`config.mk`:
```
export PLATFORM = sky130hd
export DESIGN_NAME = compacting_list_store
export DESIGN_NICKNAME = d
export VERILOG_FILES = /design/src/rtl/core/cls_pkg.sv /design/src/rtl/core/compacting_list_store.sv /design/src/rtl/core/cls_ram.sv
export SDC_FILE = /design/constraint.sdc
export NUM_CORES = 1
export LEC_CHECK = 0
export ABC_AREA = 1
export ABC_CLOCK_PERIOD_IN_PS = 7600
export BUFFER_PORTS_ARGS = -buffer_cell sky130_fd_sc_hd__buf_2
export CAP_MARGIN = 15
export CORE_MARGIN = 2
export CORE_UTILIZATION = 35
export CTS_CLUSTER_DIAMETER = 60
export DETAILED_ROUTE_END_ITERATION = 16
export GPL_TIMING_DRIVEN = 0
export PLACE_DENSITY = 0.55
export SLEW_MARGIN = 25
export SYNTH_ARGS = -nofsm -noshare
export SYNTH_HDL_FRONTEND = slang
export SYNTH_SLANG_ARGS = --single-unit
```
`constraint.sdc`:
```
create_clock -name clk -period 7.6 [get_ports clk]
set_clock_uncertainty 0.2 [all_clocks]
set_input_delay 1.14 -clock clk [delete_from_list [all_inputs] [get_ports clk]]
set_output_delay 1.14 -clock clk [all_outputs]
set_load 0.05 [all_outputs]
```
`src/rtl/core/cls_pkg.sv`:
```
package cls_pkg;

  localparam int MODE_W   = 2;
  localparam int VALUE_W  = 32;
  localparam int POS_W    = 4;
  localparam int COUNT_W  = 5;
  localparam int STATUS_W = 2;

  typedef logic [MODE_W-1:0]   mode_t;
  typedef logic [STATUS_W-1:0] status_t;

  localparam mode_t MODE_APPEND = 2'd0;
  localparam mode_t MODE_READ   = 2'd1;
  localparam mode_t MODE_REMOVE = 2'd2;

  localparam status_t STAT_OK        = 2'd0;
  localparam status_t STAT_NOT_FOUND = 2'd1;
  localparam status_t STAT_FULL      = 2'd2;
  localparam status_t STAT_RANGE     = 2'd3;

  typedef enum logic [5:0] {
    ST_IDLE  = 6'b000001,
    ST_EXEC  = 6'b000010,
    ST_RWAIT = 6'b000100,
    ST_SCMP  = 6'b001000,
    ST_SHIFT = 6'b010000,
    ST_DONE  = 6'b100000
  } state_t;

endpackage

```
`src/rtl/core/compacting_list_store.sv`:
```
// Sequence: append, a rejected command or an unused mode runs in EXEC and then DONE;
// a read adds RWAIT, a remove scans in SCMP and SHIFT (one entry compared or moved per
// cycle, set by the one read port of the entry RAM); a stalled out_ready holds DONE.
// Throughput: one command at a time; in_ready is high only while the sequencer idles.
// Reset: synchronous, active low; clears count, sequencer and out_valid.
// Entry RAM contents stay undefined until written.
module compacting_list_store #(
  parameter int CAPACITY   = 16,
  parameter int ITEM_WIDTH = 32
) (
  input  logic                           clk,
  input  logic                           rst_n,
  input  logic                           in_valid,
  output logic                           in_ready,
  input  logic [cls_pkg::MODE_W-1:0]     in_mode,
  input  logic [cls_pkg::VALUE_W-1:0]    in_item_value,
  input  logic [cls_pkg::POS_W-1:0]      in_position,
  output logic                           out_valid,
  input  logic                           out_ready,
  output logic [cls_pkg::VALUE_W-1:0]    out_read_value,
  output logic [cls_pkg::COUNT_W-1:0]    out_entry_count,
  output logic [cls_pkg::STATUS_W-1:0]   out_status
);

  import cls_pkg::*;

  localparam int AW = $clog2(CAPACITY);
  localparam int CW = $clog2(CAPACITY + 1);
  localparam int SW = (ITEM_WIDTH < VALUE_W) ? ITEM_WIDTH : VALUE_W;

  state_t          state_r, state_nxt;
  mode_t           mode_r, mode_nxt;
  logic [SW-1:0]   val_r, val_nxt;
  logic [POS_W-1:0] pos_r, pos_nxt;
  logic [CW-1:0]   count_r, count_nxt;
  logic [AW-1:0]   idx_r, idx_nxt;
  logic [SW-1:0]   res_val_r, res_val_nxt;
  status_t         res_stat_r, res_stat_nxt;

  logic            out_valid_r, out_valid_nxt;
  logic [VALUE_W-1:0]  out_val_r, out_val_nxt;
  logic [COUNT_W-1:0]  out_cnt_r, out_cnt_nxt;
  status_t         out_stat_r, out_stat_nxt;

  logic            ram_we, ram_re;
  logic [AW-1:0]   ram_waddr, ram_raddr;
  logic [SW-1:0]   ram_wdata, ram_rdata;

  logic [CW-1:0]   idx_p1, idx_p2;
  logic            out_free;

  cls_ram #(
    .WIDTH (SW),
    .DEPTH (CAPACITY)
  ) u_ram (
    .clk   (clk),
    .we    (ram_we),
    .waddr (ram_waddr),
    .wdata (ram_wdata),
    .re    (ram_re),
    .raddr (ram_raddr),
    .rdata (ram_rdata)
  );

  assign in_ready        = (state_r == ST_IDLE);
  assign out_valid       = out_valid_r;
  assign out_read_value  = out_val_r;
  assign out_entry_count = out_cnt_r;
  assign out_status      = out_stat_r;

  assign out_free = !out_valid_r || out_ready;
  assign idx_p1   = CW'(idx_r) + CW'(1);
  assign idx_p2   = CW'(idx_r) + CW'(2);

  always_comb begin
    state_nxt     = state_r;
    mode_nxt      = mode_r;
    val_nxt       = val_r;
    pos_nxt       = pos_r;
    count_nxt     = count_r;
    idx_nxt       = idx_r;
    res_val_nxt   = res_val_r;
    res_stat_nxt  = res_stat_r;
    out_valid_nxt = out_valid_r && !out_ready;
    out_val_nxt   = out_val_r;
    out_cnt_nxt   = out_cnt_r;
    out_stat_nxt  = out_stat_r;
    ram_we        = 1'b0;
    ram_re        = 1'b0;
    ram_waddr     = idx_r;
    ram_raddr     = idx_r;
    ram_wdata     = ram_rdata;

    case (state_r)
      ST_IDLE: begin
        if (in_valid) begin
          mode_nxt  = in_mode;
          val_nxt   = SW'(in_item_value);
          pos_nxt   = in_position;
          state_nxt = ST_EXEC;
        end
      end
      ST_EXEC: begin
        res_val_nxt  = '0;
        res_stat_nxt = STAT_OK;
        state_nxt    = ST_DONE;
        case (mode_r)
          MODE_APPEND: begin
            if (count_r == CW'(CAPACITY)) begin
              res_stat_nxt = STAT_FULL;
            end else begin
              ram_we    = 1'b1;
              ram_waddr = AW'(count_r);
              ram_wdata = val_r;
              count_nxt = count_r + CW'(1);
            end
          end
          MODE_READ: begin
            if (32'(pos_r) < 32'(count_r)) begin
              ram_re    = 1'b1;
              ram_raddr = AW'(pos_r);
              state_nxt = ST_RWAIT;
            end else begin
              res_stat_nxt = STAT_RANGE;
            end
          end
          MODE_REMOVE: begin
            idx_nxt = '0;
            if (count_r == '0) begin
              res_stat_nxt = STAT_NOT_FOUND;
            end else begin
              ram_re    = 1'b1;
              ram_raddr = '0;
              state_nxt = ST_SCMP;
            end
          end
          default: begin
            res_stat_nxt = STAT_OK;
          end
        endcase
      end
      ST_RWAIT: begin
        res_val_nxt = ram_rdata;
        state_nxt   = ST_DONE;
      end
      ST_SCMP: begin
        // rdata holds the entry at idx_r, read in the previous cycle
        if (ram_rdata == val_r) begin
          if (idx_p1 < count_r) begin
            ram_re    = 1'b1;
            ram_raddr = AW'(idx_p1);
            state_nxt = ST_SHIFT;
          end else begin
            count_nxt    = count_r - CW'(1);
            res_stat_nxt = STAT_OK;
            state_nxt    = ST_DONE;
          end
        end else if (idx_p1 < count_r) begin
          ram_re    = 1'b1;
          ram_raddr = AW'(idx_p1);
          idx_nxt   = AW'(idx_p1);
        end else begin
          res_stat_nxt = STAT_NOT_FOUND;
          state_nxt    = ST_DONE;
        end
      end
      ST_SHIFT: begin
        // move entry idx+1 down to idx, fetch the next one
        ram_we    = 1'b1;
        ram_waddr = idx_r;
        ram_wdata = ram_rdata;
        idx_nxt   = AW'(idx_p1);
        if (idx_p2 < count_r) begin
          ram_re    = 1'b1;
          ram_raddr = AW'(idx_p2);
        end else begin
          count_nxt    = count_r - CW'(1);
          res_stat_nxt = STAT_OK;
          state_nxt    = ST_DONE;
        end
      end
      ST_DONE: begin
        if (out_free) begin
          out_valid_nxt = 1'b1;
          out_val_nxt   = VALUE_W'(res_val_r);
          out_cnt_nxt   = COUNT_W'(count_r);
          out_stat_nxt  = res_stat_r;
          state_nxt     = ST_IDLE;
        end
      end
      default: begin
        state_nxt = ST_IDLE;
      end
    endcase
  end

  always_ff @(posedge clk) begin
    if (!rst_n) begin
      state_r     <= ST_IDLE;
      count_r     <= '0;
      out_valid_r <= 1'b0;
    end else begin
      state_r     <= state_nxt;
      count_r     <= count_nxt;
      out_valid_r <= out_valid_nxt;
    end
  end

  always_ff @(posedge clk) begin
    mode_r     <= mode_nxt;
    val_r      <= val_nxt;
    pos_r      <= pos_nxt;
    idx_r      <= idx_nxt;
    res_val_r  <= res_val_nxt;
    res_stat_r <= res_stat_nxt;
    out_val_r  <= out_val_nxt;
    out_cnt_r  <= out_cnt_nxt;
    out_stat_r <= out_stat_nxt;
  end

endmodule

```
`src/rtl/core/cls_ram.sv`:
```
module cls_ram #(
  parameter int WIDTH = 32,
  parameter int DEPTH = 16
) (
  input  logic                     clk,
  input  logic                     we,
  input  logic [$clog2(DEPTH)-1:0] waddr,
  input  logic [WIDTH-1:0]         wdata,
  input  logic                     re,
  input  logic [$clog2(DEPTH)-1:0] raddr,
  output logic [WIDTH-1:0]         rdata
);

  logic [WIDTH-1:0] mem [DEPTH];

  always_ff @(posedge clk) begin
    if (we) begin
      mem[waddr] <= wdata;
    end
    if (re) begin
      rdata <= mem[raddr];
    end
  end

endmodule
```
Word level (Yosys, flattened, before mapping)
Memory sizes are Yosys's and may differ from the RTL's. A register that Yosys moved wholly into a read port is not among the register bits.
Index checks and enable logic that the tools add are counted.
Storage, ports and cells
  input port bits: 42
  word-level logic and storage cells: 108
  bits in writable memories: 512
  memories: 1
  register bits: 127
Operators by class
  equal/unequal tests: 20
  magnitude comparators: 3
  reductions and logical operators: 14
  add/sub/neg operators: 4
  muxes and demuxes: 54
Memory list
  u_ram.mem: words 16, width 32, rd ports 1, clocked after memory_dff 1, write ports 1, RTL line cls_ram.sv:14  | logic [WIDTH-1:0] mem [DEPTH];
Operators with widths (number)
  2-to-1 mux 32 bit: 3
  case mux 32 bit (2 select lines): 1
  2-to-1 mux 6 bit: 8
  2-to-1 mux 4 bit: 9
  case mux 6 bit (6 select lines): 1
  == test 32 bit: 1
  2-to-1 mux 5 bit: 5
  case mux 4 bit (3 select lines): 2
  inequality test 2 bit (second input constant): 8
  case mux 5 bit (3 select lines): 1
  2-to-1 mux 2 bit: 6
  case mux 2 bit (3 select lines): 2
  case mux 6 bit (2 select lines): 1
  2-to-1 mux 1 bit: 11
  < comparator 5 bit: 2
  case mux 4 bit (2 select lines): 1
  == test 6 x 1 -> 1 bit (second input constant): 1
  == test 6 x 2 -> 1 bit (second input constant): 1
  == test 6 x 3 -> 1 bit (second input constant): 1
  == test 6 x 4 -> 1 bit (second input constant): 1
  == test 6 x 5 -> 1 bit (second input constant): 1
  == test 6 bit (second input constant): 1
  AND reduction 3 bit: 2
  AND reduction 6 bit: 1
  other kinds (21): 24

Depth between registers and ports, before layout
Gate-level depths: netlist of run 1.
  depth in word-level cells: 6
  gate-level depth with buffers: 23
  mapped depth without buffers: 21

By module
A second synthesis of run 1 with hierarchy kept.
Second synthesis, totals
  cells, all modules: 2703
  area, all modules: 29139.2 um^2
By module, submodules not included
  cls_ram: cells an instance 2120, area an instance 23050.9 um^2, sequential area each 16335.7 um^2, instances 1
  compacting_list_store: cells an instance 583, area an instance 6088.3 um^2, sequential area each 3693.5 um^2, instances 1

Least setup slack after synthesis of run 1
No wires, ideal clock.
  kind: reg-to-reg
  start: register state_r[4]
  end: register mode_r[0], enable pin
  period minus slack after synthesis: 4.661 ns
  arrival time: 4.027 ns
  path slack: 2.939 ns
  setup time: 0.433 ns
  required time: 6.967 ns
  stages on the path, launching flop included: 6
  cells stage by stage: dfxtp_1 -> nor2_4 -> inv_1 -> nor4_1 -> inv_1 -> nor2_1
On the way
  longest elaborated chain between the ends: 2
RTL lines
  start, declared: RTL line compacting_list_store.sv:31  | state_t state_r, state_nxt;
  start signal, assigned: RTL line compacting_list_store.sv:203  | state_r <= state_nxt;
  == test 6 x 1 -> 1 bit
  named net in_ready: RTL line compacting_list_store.sv:14  | output logic in_ready,
  AND reduction 2 bit (no source line)
  end signal, assigned: RTL line compacting_list_store.sv:210  | mode_r <= mode_nxt;
  end, declared: RTL line compacting_list_store.sv:32  | mode_t mode_r, mode_nxt;
The timed path passes the listed nets, and every way through them passes these cells.
A chain may end at the register's enable or synchronous reset.

Worst setup path after layout of run 1
  start: register idx_r[0]
  end: register u_ram.rdata[17], read port of u_ram.mem (data pin)
On the way
  longest elaborated chain between the ends: 4
  elaborated cells between the ends (all ways): 13
  classes of those cells: add/sub: 2; order compare: 2; mux: 9
RTL lines
  start, declared: RTL line compacting_list_store.sv:36  | logic [AW-1:0] idx_r, idx_nxt;
  start signal, assigned: RTL line compacting_list_store.sv:213  | idx_r <= idx_nxt;
  adder 4 x 2 -> 5 bit / adder 4 x 1 -> 5 bit (equally long branches): RTL line compacting_list_store.sv:73, compacting_list_store.sv:72
  < comparator 5 bit (on tied branches): RTL line compacting_list_store.sv:173, compacting_list_store.sv:149, compacting_list_store.sv:158
  2-to-1 mux 4 bit (tied with other cells): RTL line compacting_list_store.sv:173  | if (idx_p2 < count_r) begin
  case mux 4 bit (3 select lines) / case mux 1 bit (3 select lines) (equally long branches): RTL line compacting_list_store.sv:94  | case (state_r)
  end, declared: RTL line cls_ram.sv:11  | output logic [WIDTH-1:0] rdata
Parallel ways exist; a longest one is shown, timed or not.

==> metrics, run 1 <==
Clock Sinks 671; CP Data Arrival Time 4.44 ns; IO Port Bufs 81; Hold Crit Start res_val_r[25]$_SDFFCE_PN0P_; Die Width 287 um; RePlAce Congestion 0.865; row count 103; routed vias/inst 5.22; Clk pin slew, worst setup/hold paths 0.06 ns; r2r setup slk 3.33 ns; Final Core Density 41.9%; worst stage delay on the critical path 0.63 ns; Die Ht 287 um; antenna viol nets, final 0; Yosys warning count 0; share of cells above drive strength 1 15.7%; P&R area growth vs syn 18.4%; crit path time final 4.27 ns; # setup viols final 0; Root Buffer clkbuf_16; hold_buf cts 0; commonest non-fill, non-tap cell in the layout nand3_1; fin. max-slew vios 0; kind of critical path reg -> reg; Worst-Margin Slew 1.01 ns; MaxCap Viol Count 0; cell mode on critical path nand2_1; Peak VDD IR 0.167 mV; Worst Hold Class reg -> reg; Overall Global Routing Usage 20.1%; Mapped Cells 2393; starting density of the core 35.4%; TritonCTS clock tree built; unrepaired setup endpoints after global routing no; Distinct cells, synth 35; core area 79100 um^2; Post-synth EDFFs 659; final wirelength 82800 um; Multi-input gate area 6990 um^2; Critical Path Source Type register; initial DRC count 1969; hpwl dp 57100 um; flops & latches, synth 671; Leakage 0.0124 uW; fin worst setup slack 3.33 ns; sequential share of the synthesized area 71.5%; # DRC 0; period utilization 56.1%; CTS Buffer Depth 3; CP Buf/Inv Count 3; Synth async-reset ratio 0%; Netlist Area Pre-Place 28000 um^2; routed vias 19385; IO Count 83; # Post-CTS Setup Buffers 0; Resize count post-CTS 0; Worst Path Required 7.78 ns; first-pass GRT wire length 122000 um; vias in the first global route 19090; critical path peak fanout 10; run status finished clean; cts bufs inserted 77; pin count of the biggest net entering global routing 33; most frequent cells in the layout 660 x nand3_1, 659 x edfxtp_1, 577 x nand2_1; most used flip-flop cell after synthesis edfxtp_1; Power Dens Cells 278 nW/um^2; Hold Path Stages 0; CP delay by family, top compound AO/OA/AOI/OAI gates; initial antenna violation count 0; Total Power 9230 uW; crit-path cells ha_1, xor2_1, ha_1, nand2_1, inv_1, o21ai_1, nand3_2, o21ai_1, nand2_1, a211oi_4, inv_2, clkbuf_1, nand2_1, nand2_1; Die Area 82400 um^2; worst-skew pair later-pin latency 0.64 ns; Max Clk Rate 0.234 GHz; crit path max-delay cell type a211oi_4; kind of end point of the critical path register; Post-layout nets 2666; RR Endpoint u_ram.rdata[17]$_DFFE_PP_; post-placement setup slack 3.45 ns; WL/cell 22.3 um; worst flop-to-flop path startpoint idx_r[0]$_DFFE_PP_; Hold Fails Final Rpt 0; Fillers 7375; gr ovfl total 0; Avg Cell Area, Syn 11.7 um^2; syn_nets 2456; Slew headroom 32.8%; H-Tree Depth 3; register area 20000 um^2; setup TNS 0 ns; r2r worst-path depth 14; Worst Hold End out_read_value[25]$_DFFE_PP_; Pre-Repair DR Iteration Count 7
==> state kept, by name (all words and copies together) (netlist names) <==
register         cells
count_r              5
idx_r                4
mode_r               2
out_entry_count      5
out_read_value      32
out_status           2
out_valid            1
pos_r                4
res_stat_r           2
res_val_r           32
state_r              6
u_ram.mem          512
u_ram.rdata         32
val_r               32
==> metal layers <==
layer  track usage (%)  routed length, um
met1              26.8              35100
met2              33.3              39800
met3              3.37               5630
met4              6.33               2300
met5                 0                  0
==> cell usage after synthesis (2+ instances only) <==
master | number | area, um^2
o21ai_1 | 5 | 25.0
o21ai_0 | 49 | 245
nor2_1 | 75 | 282
buf_1 | 3 | 11.3
clkbuf_1 | 20 | 75.1
buf_4 | 34 | 255
nand3_2 | 5 | 50.1
nand2_2 | 3 | 18.8
dfxtp_1 | 12 | 240
nand4_1 | 25 | 156
a21oi_1 | 18 | 90.1
xor2_1 | 4 | 35.0
edfxtp_1 | 659 | 19800
nand3_1 | 660 | 3300
nand2_1 | 578 | 2170
inv_2 | 11 | 41.3
nor3_1 | 3 | 15.0
nor3_2 | 2 | 20.0
inv_1 | 107 | 402
clkinv_1 | 2 | 7.51
ha_1 | 20 | 250
buf_2 | 85 | 425
==> cell type report <==
type,instances,area share (%)
Clock buffer,100,6.32
Sequential cell,671,60.3
Inverter,120,1.36
Buffer,142,2.31
Antenna cell,1,0.00754
Multi-Input combinational cell,1460,21.1
Clock inverter,37,0.810
Timing Repair Buffer,131,3.82
Tap cell,1050,3.96
==> report_power, final <==
| group | switching (uW) | total (uW) | internal [uW] |
|---|---|---|---|
| sequential | 53.0 | 4230 | 4180 |
| combinational | 1080 | 1490 | 417 |
| clock | 1480 | 3500 | 2020 |
==> worst max-delay path by stage <==
| stage | from | cells past startpoint | slack, ns | end |
|---|---|---|---|---|
| after floorplan | state_r[4]$_SDFFE_PN0P_ | 5 | 2.94 | mode_r[0]$_DFFE_PP_ |
| after global placement | count_r[1]$_SDFFE_PN0P_ | 8 | 1.41 | u_ram.mem[8][16]$_DFFE_PP_ |
| after detailed placement | idx_r[0]$_DFFE_PP_ | 14 | 3.45 | u_ram.rdata[29]$_DFFE_PP_ |
| after CTS | idx_r[0]$_DFFE_PP_ | 14 | 3.43 | u_ram.rdata[17]$_DFFE_PP_ |
| after global routing | idx_r[1]$_DFFE_PP_ | 17 | 3.08 | u_ram.rdata[14]$_DFFE_PP_ |
| final | idx_r[0]$_DFFE_PP_ | 14 | 3.33 | u_ram.rdata[17]$_DFFE_PP_ |
==> stage by stage <==
| stage | area, um^2 | instances | hold slack (ns) |
|---|---|---|---|
| after global placement | 29700 | 3524 | 0.201 |
| after CTS | 33200 | 3711 | 0.213 |
| after global routing | 33200 | 3711 | 0.226 |
| after floorplan | 28000 | 2393 | 0.200 |
| after detailed placement | 30800 | 3574 | 0.205 |
| final | 33200 | 3712 | 0.215 |
==> kinds of logic (layout without fill, tap and decap cells) <==
kind of cell	Yosys count	in the layout	synth area share (%)
XOR/XNOR	4	4	0.125
other	0	1	0
flip-flops	671	671	71.5
AND/OR/NAND/NOR	1357	1357	21.6
buffers and inverters	262	530	4.34
adder cells (fa/ha/maj)	21	21	0.964
AO/OA/AOI/OAI	78	78	1.47
(Power assumes the default switching activity.)
==> run 2, diff against run 1 <==
--- a/config.mk
+++ b/config.mk
@@ -6,7 +6,7 @@
 export NUM_CORES = 1
 export LEC_CHECK = 0
 export ABC_AREA = 1
-export ABC_CLOCK_PERIOD_IN_PS = 7600
+export ABC_CLOCK_PERIOD_IN_PS = 3950
 export BUFFER_PORTS_ARGS = -buffer_cell sky130_fd_sc_hd__buf_2
 export CAP_MARGIN = 15
 export CORE_MARGIN = 2
==> constraint.sdc (replaced) <==
create_clock -name clk -period 3.95 [get_ports clk]
set_clock_uncertainty 0.2 [all_clocks]
set_input_delay 0.5925 -clock clk [delete_from_list [all_inputs] [get_ports clk]]
set_output_delay 0.5925 -clock clk [all_outputs]
set_load 0.05 [all_outputs]
==> run 2 against run 1 <==
Compared with the run above: sequential power rose by 93%; power rose by 93%; count of clock-buffer cells in the layout fell by 8; register-to-register slack got worse by 3.2 ns; core utilization rose by 0.83 points; combinational power rose by 100%; sequential share of layout area fell by 1.2 points.
==> metrics, run 2 (synthesis results as in run 1) <==
fin. max-slew vios 0 (unchanged); pin count of the biggest net entering global routing 33 (unchanged); CP Data Arrival Time 3.89 ns (-0.55 ns); kind of critical path reg -> reg; placed cell count 3574 (unchanged); WL/cell 22.1 um (-0.76%); Power Dens Cells 526 nW/um^2 (+89%); antenna viol nets, final 0 (unchanged); initial DRC count 1798 (-8.7%); TritonCTS clock tree built; Peak VDD IR 0.245 mV (+47%); critical path peak fanout 18 (+8); gr ovfl total 0 (unchanged); H-Tree Depth 3 (unchanged); P&R area growth vs syn 20.8%; most frequent cells in the layout 659 x nand3_1, 659 x edfxtp_1, 577 x nand2_1; hpwl dp 57600 um (+0.84%); Root Buffer clkbuf_16; run status finished clean; Post-layout nets 2726 (+2.3%); IO Port Bufs 81 (unchanged); Critical Path Source Type register; Worst Hold Class in -> reg; starting density of the core 35.4% (unchanged); crit path time final 3.78 ns (-0.485 ns); cts bufs inserted 75 (-2.6%); share of cells above drive strength 1 16.4% (+0.63 points); Die Width 287 um (unchanged); Worst Hold End state_r[1]$_SDFFE_PN0P_; Worst-Margin Slew 1.01 ns (+0.00499 ns); Pre-Repair DR Iteration Count 5 (-2); Total Power 17800 uW (+93%); RePlAce Congestion 0.840 (-2.9%); Clk pin slew, worst setup/hold paths 0.06 ns (about the same); routed vias/inst 5.23 (+0.15%); RR Endpoint u_ram.mem[13][27]$_DFFE_PP_; row count 103 (unchanged); # diodes 0 (-1); r2r setup slk 0.17 ns (-3.16 ns); CTS Buffer Depth 3 (unchanged); Clock Sinks 671 (unchanged); routed vias 19702 (+1.6%); Max Clk Rate 0.265 GHz (+13%); final wirelength 83400 um (+0.71%); Slew headroom 32.0% (-0.79 points); max FFs per register 512 (unchanged); Critical Path Source state_r[3]$_SDFFE_PN0P_; Hold Fails Final Rpt 0 (unchanged); MaxCap Viol Count 0 (unchanged); vias in the first global route 19673 (+3.1%); Worst Path Required 4.06 ns (-3.72 ns); IO Count 83 (unchanged); # setup viols final 0 (unchanged); Overall Global Routing Usage 20.3% (+0.20 points); period utilization 95.7% (+40 points); Die Ht 287 um (unchanged); worst-skew pair later-pin latency 0.62 ns (-0.02 ns); top register by number of flip-flops u_ram.mem; kind of end point of the critical path register; initial antenna violation count 0 (unchanged); worst flop-to-flop path startpoint state_r[3]$_SDFFE_PN0P_; Die Area 82400 um^2 (unchanged); Hold Crit Start in_valid; core area 79100 um^2 (unchanged); first-pass GRT wire length 124000 um (+1.5%); Hold Path Stages 3 (+3); # DRC 0 (unchanged); Final Non-Filler Cells 3767 (+1.5%); r2r worst-path depth 11 (-3); Leakage 0.0127 uW (+2.6%)
==> run 2: how the worst max path moves through the flow <==
stage,to,slack [ns],cells past startpoint
4_1_cts,u_ram.mem[10][21]$_DFFE_PP_,0.005,9
3_5_place_dp,u_ram.rdata[15]$_DFFE_PP_,-0.41,14
6_report,u_ram.mem[13][27]$_DFFE_PP_,0.17,11
2_1_floorplan,u_ram.mem[0][0]$_DFFE_PP_,0.47,10
3_3_place_gp,u_ram.mem[15][16]$_DFFE_PP_,-1.86,8
5_1_grt,u_ram.rdata[16]$_DFFE_PP_,-0.02,22
==> run 2: stage by stage <==
stage,cell area [um^2],setup TNS [ns],utilization [%],setup WS [ns],hold WS (ns)
floorplan,28000,0,-,0.472,0.200
global placement,29800,-1101.81,37.6,-1.86,0.201
detailed placement,30700,-14.17,38.8,-0.408,0.205
CTS,33600,0,42.5,0.00499,0.0986
global route,33800,-0.0435,42.8,-0.0248,0.127
finish,33800,0,42.8,0.170,0.121
==> run 2: final cells by class <==
type                       instances  area (um^2)
buffer                           142          895
fill                            7307        45300
clock buffer                      92         1960
multi-input combinational       1460         6980
sequential                       671        20000
clock inverter                    39          359
inverter                         120          453
tap                             1050         1310
timing repair buffer             193         1850
==> run 2: routing by layer <==
metal,vias to the layer above,wire [um],GRT usage (%),share of wire [%]
met2,805,40000,34.0,48
met5,-,0,0,0
met3,141,6430,3.37,7.7
li1,9067,-,-,-
met4,0,2700,7.96,3.2
met1,9689,34200,26.1,41
==> run 2: critical path: stages (launching register included) <==
cell and delay, ns:
dfxtp_1 0.33, inv_2 0.06, nand2_1 0.11, nor2_1 0.15, nand3_2 0.19, inv_2 0.15, nand3b_1 0.30, clkbuf_2 0.44
nand2_1 0.28, nand3_1 0.36, nor2_4 0.60, buf_12 0.25
==> run 2: repair_timing <==
action                                 4_1_cts  5_1_grt
setup buffers                               15        9
hold buffers                                38        0
setup endpoints to repair                  164      276
gates resized for setup                      5       69
endpoints found under the hold margin       38        0
pin swaps                                    5        3
==> run 2: power breakdown <==
| group | total (uW) | switching [uW] | internal (uW) |
|---|---|---|---|
| Clock | 6690 | 2820 | 3870 |
| Combinational | 2990 | 2090 | 895 |
| Sequential | 8150 | 101 | 8040 |
| Total | 17800 | 5010 | 12800 |
==> run 3, diff against run 2 <==
--- a/config.mk
+++ b/config.mk
@@ -15,6 +15,7 @@
 export DETAILED_ROUTE_END_ITERATION = 16
 export GPL_TIMING_DRIVEN = 0
 export PLACE_DENSITY = 0.55
+export RECOVER_POWER = 50
 export SLEW_MARGIN = 25
 export SYNTH_ARGS = -nofsm -noshare
 export SYNTH_HDL_FRONTEND = slang
==> run 3 against run 2 <==
Compared with the run above: design area down 0.45%; critical path type unchanged; critical path depth increased by 11; combinational power fell by 2%; core utilization is 0.19 points lower; setup slack worse by 0.017 ns; non-clock buffer count unchanged; first-iteration DRC count increased by 5.3%; critical endpoint is now u_ram.rdata[0]$_DFFE_PP_; global-route usage did not move; highest routed layer unchanged.
==> metrics, run 3 (synthesis results as in run 1) <==
run status finished clean; Hold Path Stages 3 (unchanged); crit path time final 3.80 ns (+0.0170 ns); Leakage 0.0126 uW (-1.2%); Die Area 82400 um^2 (unchanged); routed vias 19599 (-0.52%); worst-skew pair later-pin latency 0.62 ns (about the same); most frequent cells in the layout 659 x nand3_1, 659 x edfxtp_1, 577 x nand2_1; r2r setup slk 0.15 ns (-0.02 ns); gr ovfl total 0 (unchanged); Worst-Margin Slew 1.41 ns (+0.394 ns); Clk pin slew, worst setup/hold paths 0.06 ns (about the same); Worst Hold End state_r[1]$_SDFFE_PN0P_; Slew headroom 6.19% (-26 points); row count 103 (unchanged); Worst Hold Class in -> reg; top register by number of flip-flops u_ram.mem; # diodes 0 (unchanged); # DRC 0 (unchanged); Die Width 287 um (unchanged); initial DRC count 1893 (+5.3%); CTS Buffer Depth 3 (unchanged); initial antenna violation count 0 (unchanged); setup TNS 0 ns (unchanged); Die Ht 287 um (unchanged); routed vias/inst 5.20 (-0.52%); IO Count 83 (unchanged); hpwl dp 57600 um (unchanged); Clock Sinks 671 (unchanged); Final Non-Filler Cells 3767 (unchanged); MaxCap Viol Count 0 (unchanged); r2r worst-path depth 22 (+11); Total Power 17800 uW (-0.24%); placed cell count 3574 (unchanged); Max Clk Rate 0.263 GHz (-0.45%); # setup viols final 0 (unchanged); first-pass GRT wire length 124000 um (unchanged); antenna viol nets, final 0 (unchanged); share of cells above drive strength 1 14.5% (-1.9 points); Final Core Density 42.6% (-0.19 points); max FFs per register 512 (unchanged); pin count of the biggest net entering global routing 33 (unchanged); Root Buffer clkbuf_16; period utilization 96.1% (+0.43 points); TritonCTS clock tree built; final wirelength 83400 um (about the same); Hold Crit Start in_valid; WL/cell 22.2 um (about the same); RR Endpoint u_ram.rdata[0]$_DFFE_PP_; kind of end point of the critical path register; CP Data Arrival Time 4.08 ns (+0.19 ns); Peak VDD IR 0.245 mV (about the same); Post-layout nets 2726 (unchanged); critical path peak fanout 10 (-8); H-Tree Depth 3 (unchanged); starting density of the core 35.4% (unchanged); core area 79100 um^2 (unchanged); vias in the first global route 19673 (unchanged); RePlAce Congestion 0.840 (unchanged); Worst Path Required 4.23 ns (+0.17 ns); Hold Fails Final Rpt 0 (unchanged); worst flop-to-flop path startpoint idx_r[1]$_DFFE_PP_; Critical Path Source Type register; IO Port Bufs 81 (unchanged); fin. max-slew vios 0 (unchanged); kind of critical path reg -> reg; Pre-Repair DR Iteration Count 5 (unchanged); cts bufs inserted 75 (unchanged); Power Dens Cells 528 nW/um^2 (+0.21%); P&R area growth vs syn 20.2%; Overall Global Routing Usage 20.3% (unchanged)
[run 3: changes by cell type in the layout (fill, tap and decap cells not counted), sizes merged]
cell,delta
clkbuf,+46
buf,-46
inv,-1
clkinv,+1
[run 3: worst max path at each step]
stage | from | to | slack [ns] | cells past startpoint
global route | idx_r[1]$_DFFE_PP_ | u_ram.rdata[16]$_DFFE_PP_ | -0.02 | 22
floorplan | state_r[3]$_SDFFE_PN0P_ | u_ram.mem[0][0]$_DFFE_PP_ | 0.47 | 10
CTS | count_r[2]$_SDFFE_PN0P_ | u_ram.mem[10][21]$_DFFE_PP_ | 0.005 | 9
detailed placement | idx_r[0]$_DFFE_PP_ | u_ram.rdata[15]$_DFFE_PP_ | -0.41 | 14
finish | idx_r[1]$_DFFE_PP_ | u_ram.rdata[0]$_DFFE_PP_ | 0.15 | 22
global placement | count_r[1]$_SDFFE_PN0P_ | u_ram.mem[15][16]$_DFFE_PP_ | -1.86 | 8
[run 3: critical path, cell delays in order (launching register included)]
cell and delay [ns]:
edfxtp_1 0.47, ha_2 0.24, nor2_1 0.14, a21oi_1 0.05, o21ai_1 0.12, inv_1 0.09
ha_1 0.28, nand2_1 0.04, inv_1 0.08, nand4_1 0.13, nand3_2 0.17, nand2_1 0.07
nand3_1 0.10, nand2_1 0.10, inv_2 0.13, clkbuf_4 0.31, clkbuf_4 0.32, nand3_1 0.11
nand3_1 0.12, nand3_1 0.15, nand2_1 0.09, nand2_1 0.05, nand2_1 0.08
[run 3: through the flow]
| stage | hold WS, ns | instance area (um^2) | worst slack, ns |
|---|---|---|---|
| 6_report | 0.0640 | 33700 | 0.153 |
| 5_1_grt | 0.0737 | 33700 | -0.0248 |
| 4_1_cts | 0.0986 | 33600 | 0.00499 |
| 3_5_place_dp | 0.205 | 30700 | -0.408 |
| 3_3_place_gp | 0.201 | 29800 | -1.86 |
| 2_1_floorplan | 0.200 | 28000 | 0.472 |
[run 3: layer usage]
metal / track usage (%) / routed length (um) / vias to the layer above
li1: - / - / 9055
met1: 26.1 / 34800 / 9676
met2: 34.0 / 40100 / 720
met3: 3.37 / 5870 / 148
met4: 7.96 / 2670 / 0
met5: 0 / 0 / -
[run 3: area by class of cell]
cell class | instances | area [um^2]
Multi-Input combinational cell | 1460 | 6960
Timing Repair Buffer | 193 | 1730
Tap cell | 1050 | 1310
Clock inverter | 39 | 359
Clock buffer | 92 | 1960
Fill cell | 7332 | 45400
Buffer | 142 | 895
Sequential cell | 671 | 20000
Inverter | 120 | 453
[run 3: where the power goes]
part | switching [uW] | leakage [uW] | internal (uW)
Clock | 2830 | 0.00112 | 3870
Sequential | 99.8 | 0.00601 | 8050
Combinational | 2080 | 0.00546 | 853
[run 3: timing repair]
| action | CTS | global route |
|---|---|---|
| resized for setup | 5 | 69 |
| endpoints found under the setup margin | 164 | 276 |
| hold endpoints to repair | 38 | 0 |
| pin swaps | 5 | 3 |
| hold buffers | 38 | 0 |
| buffers inserted | 15 | 9 |
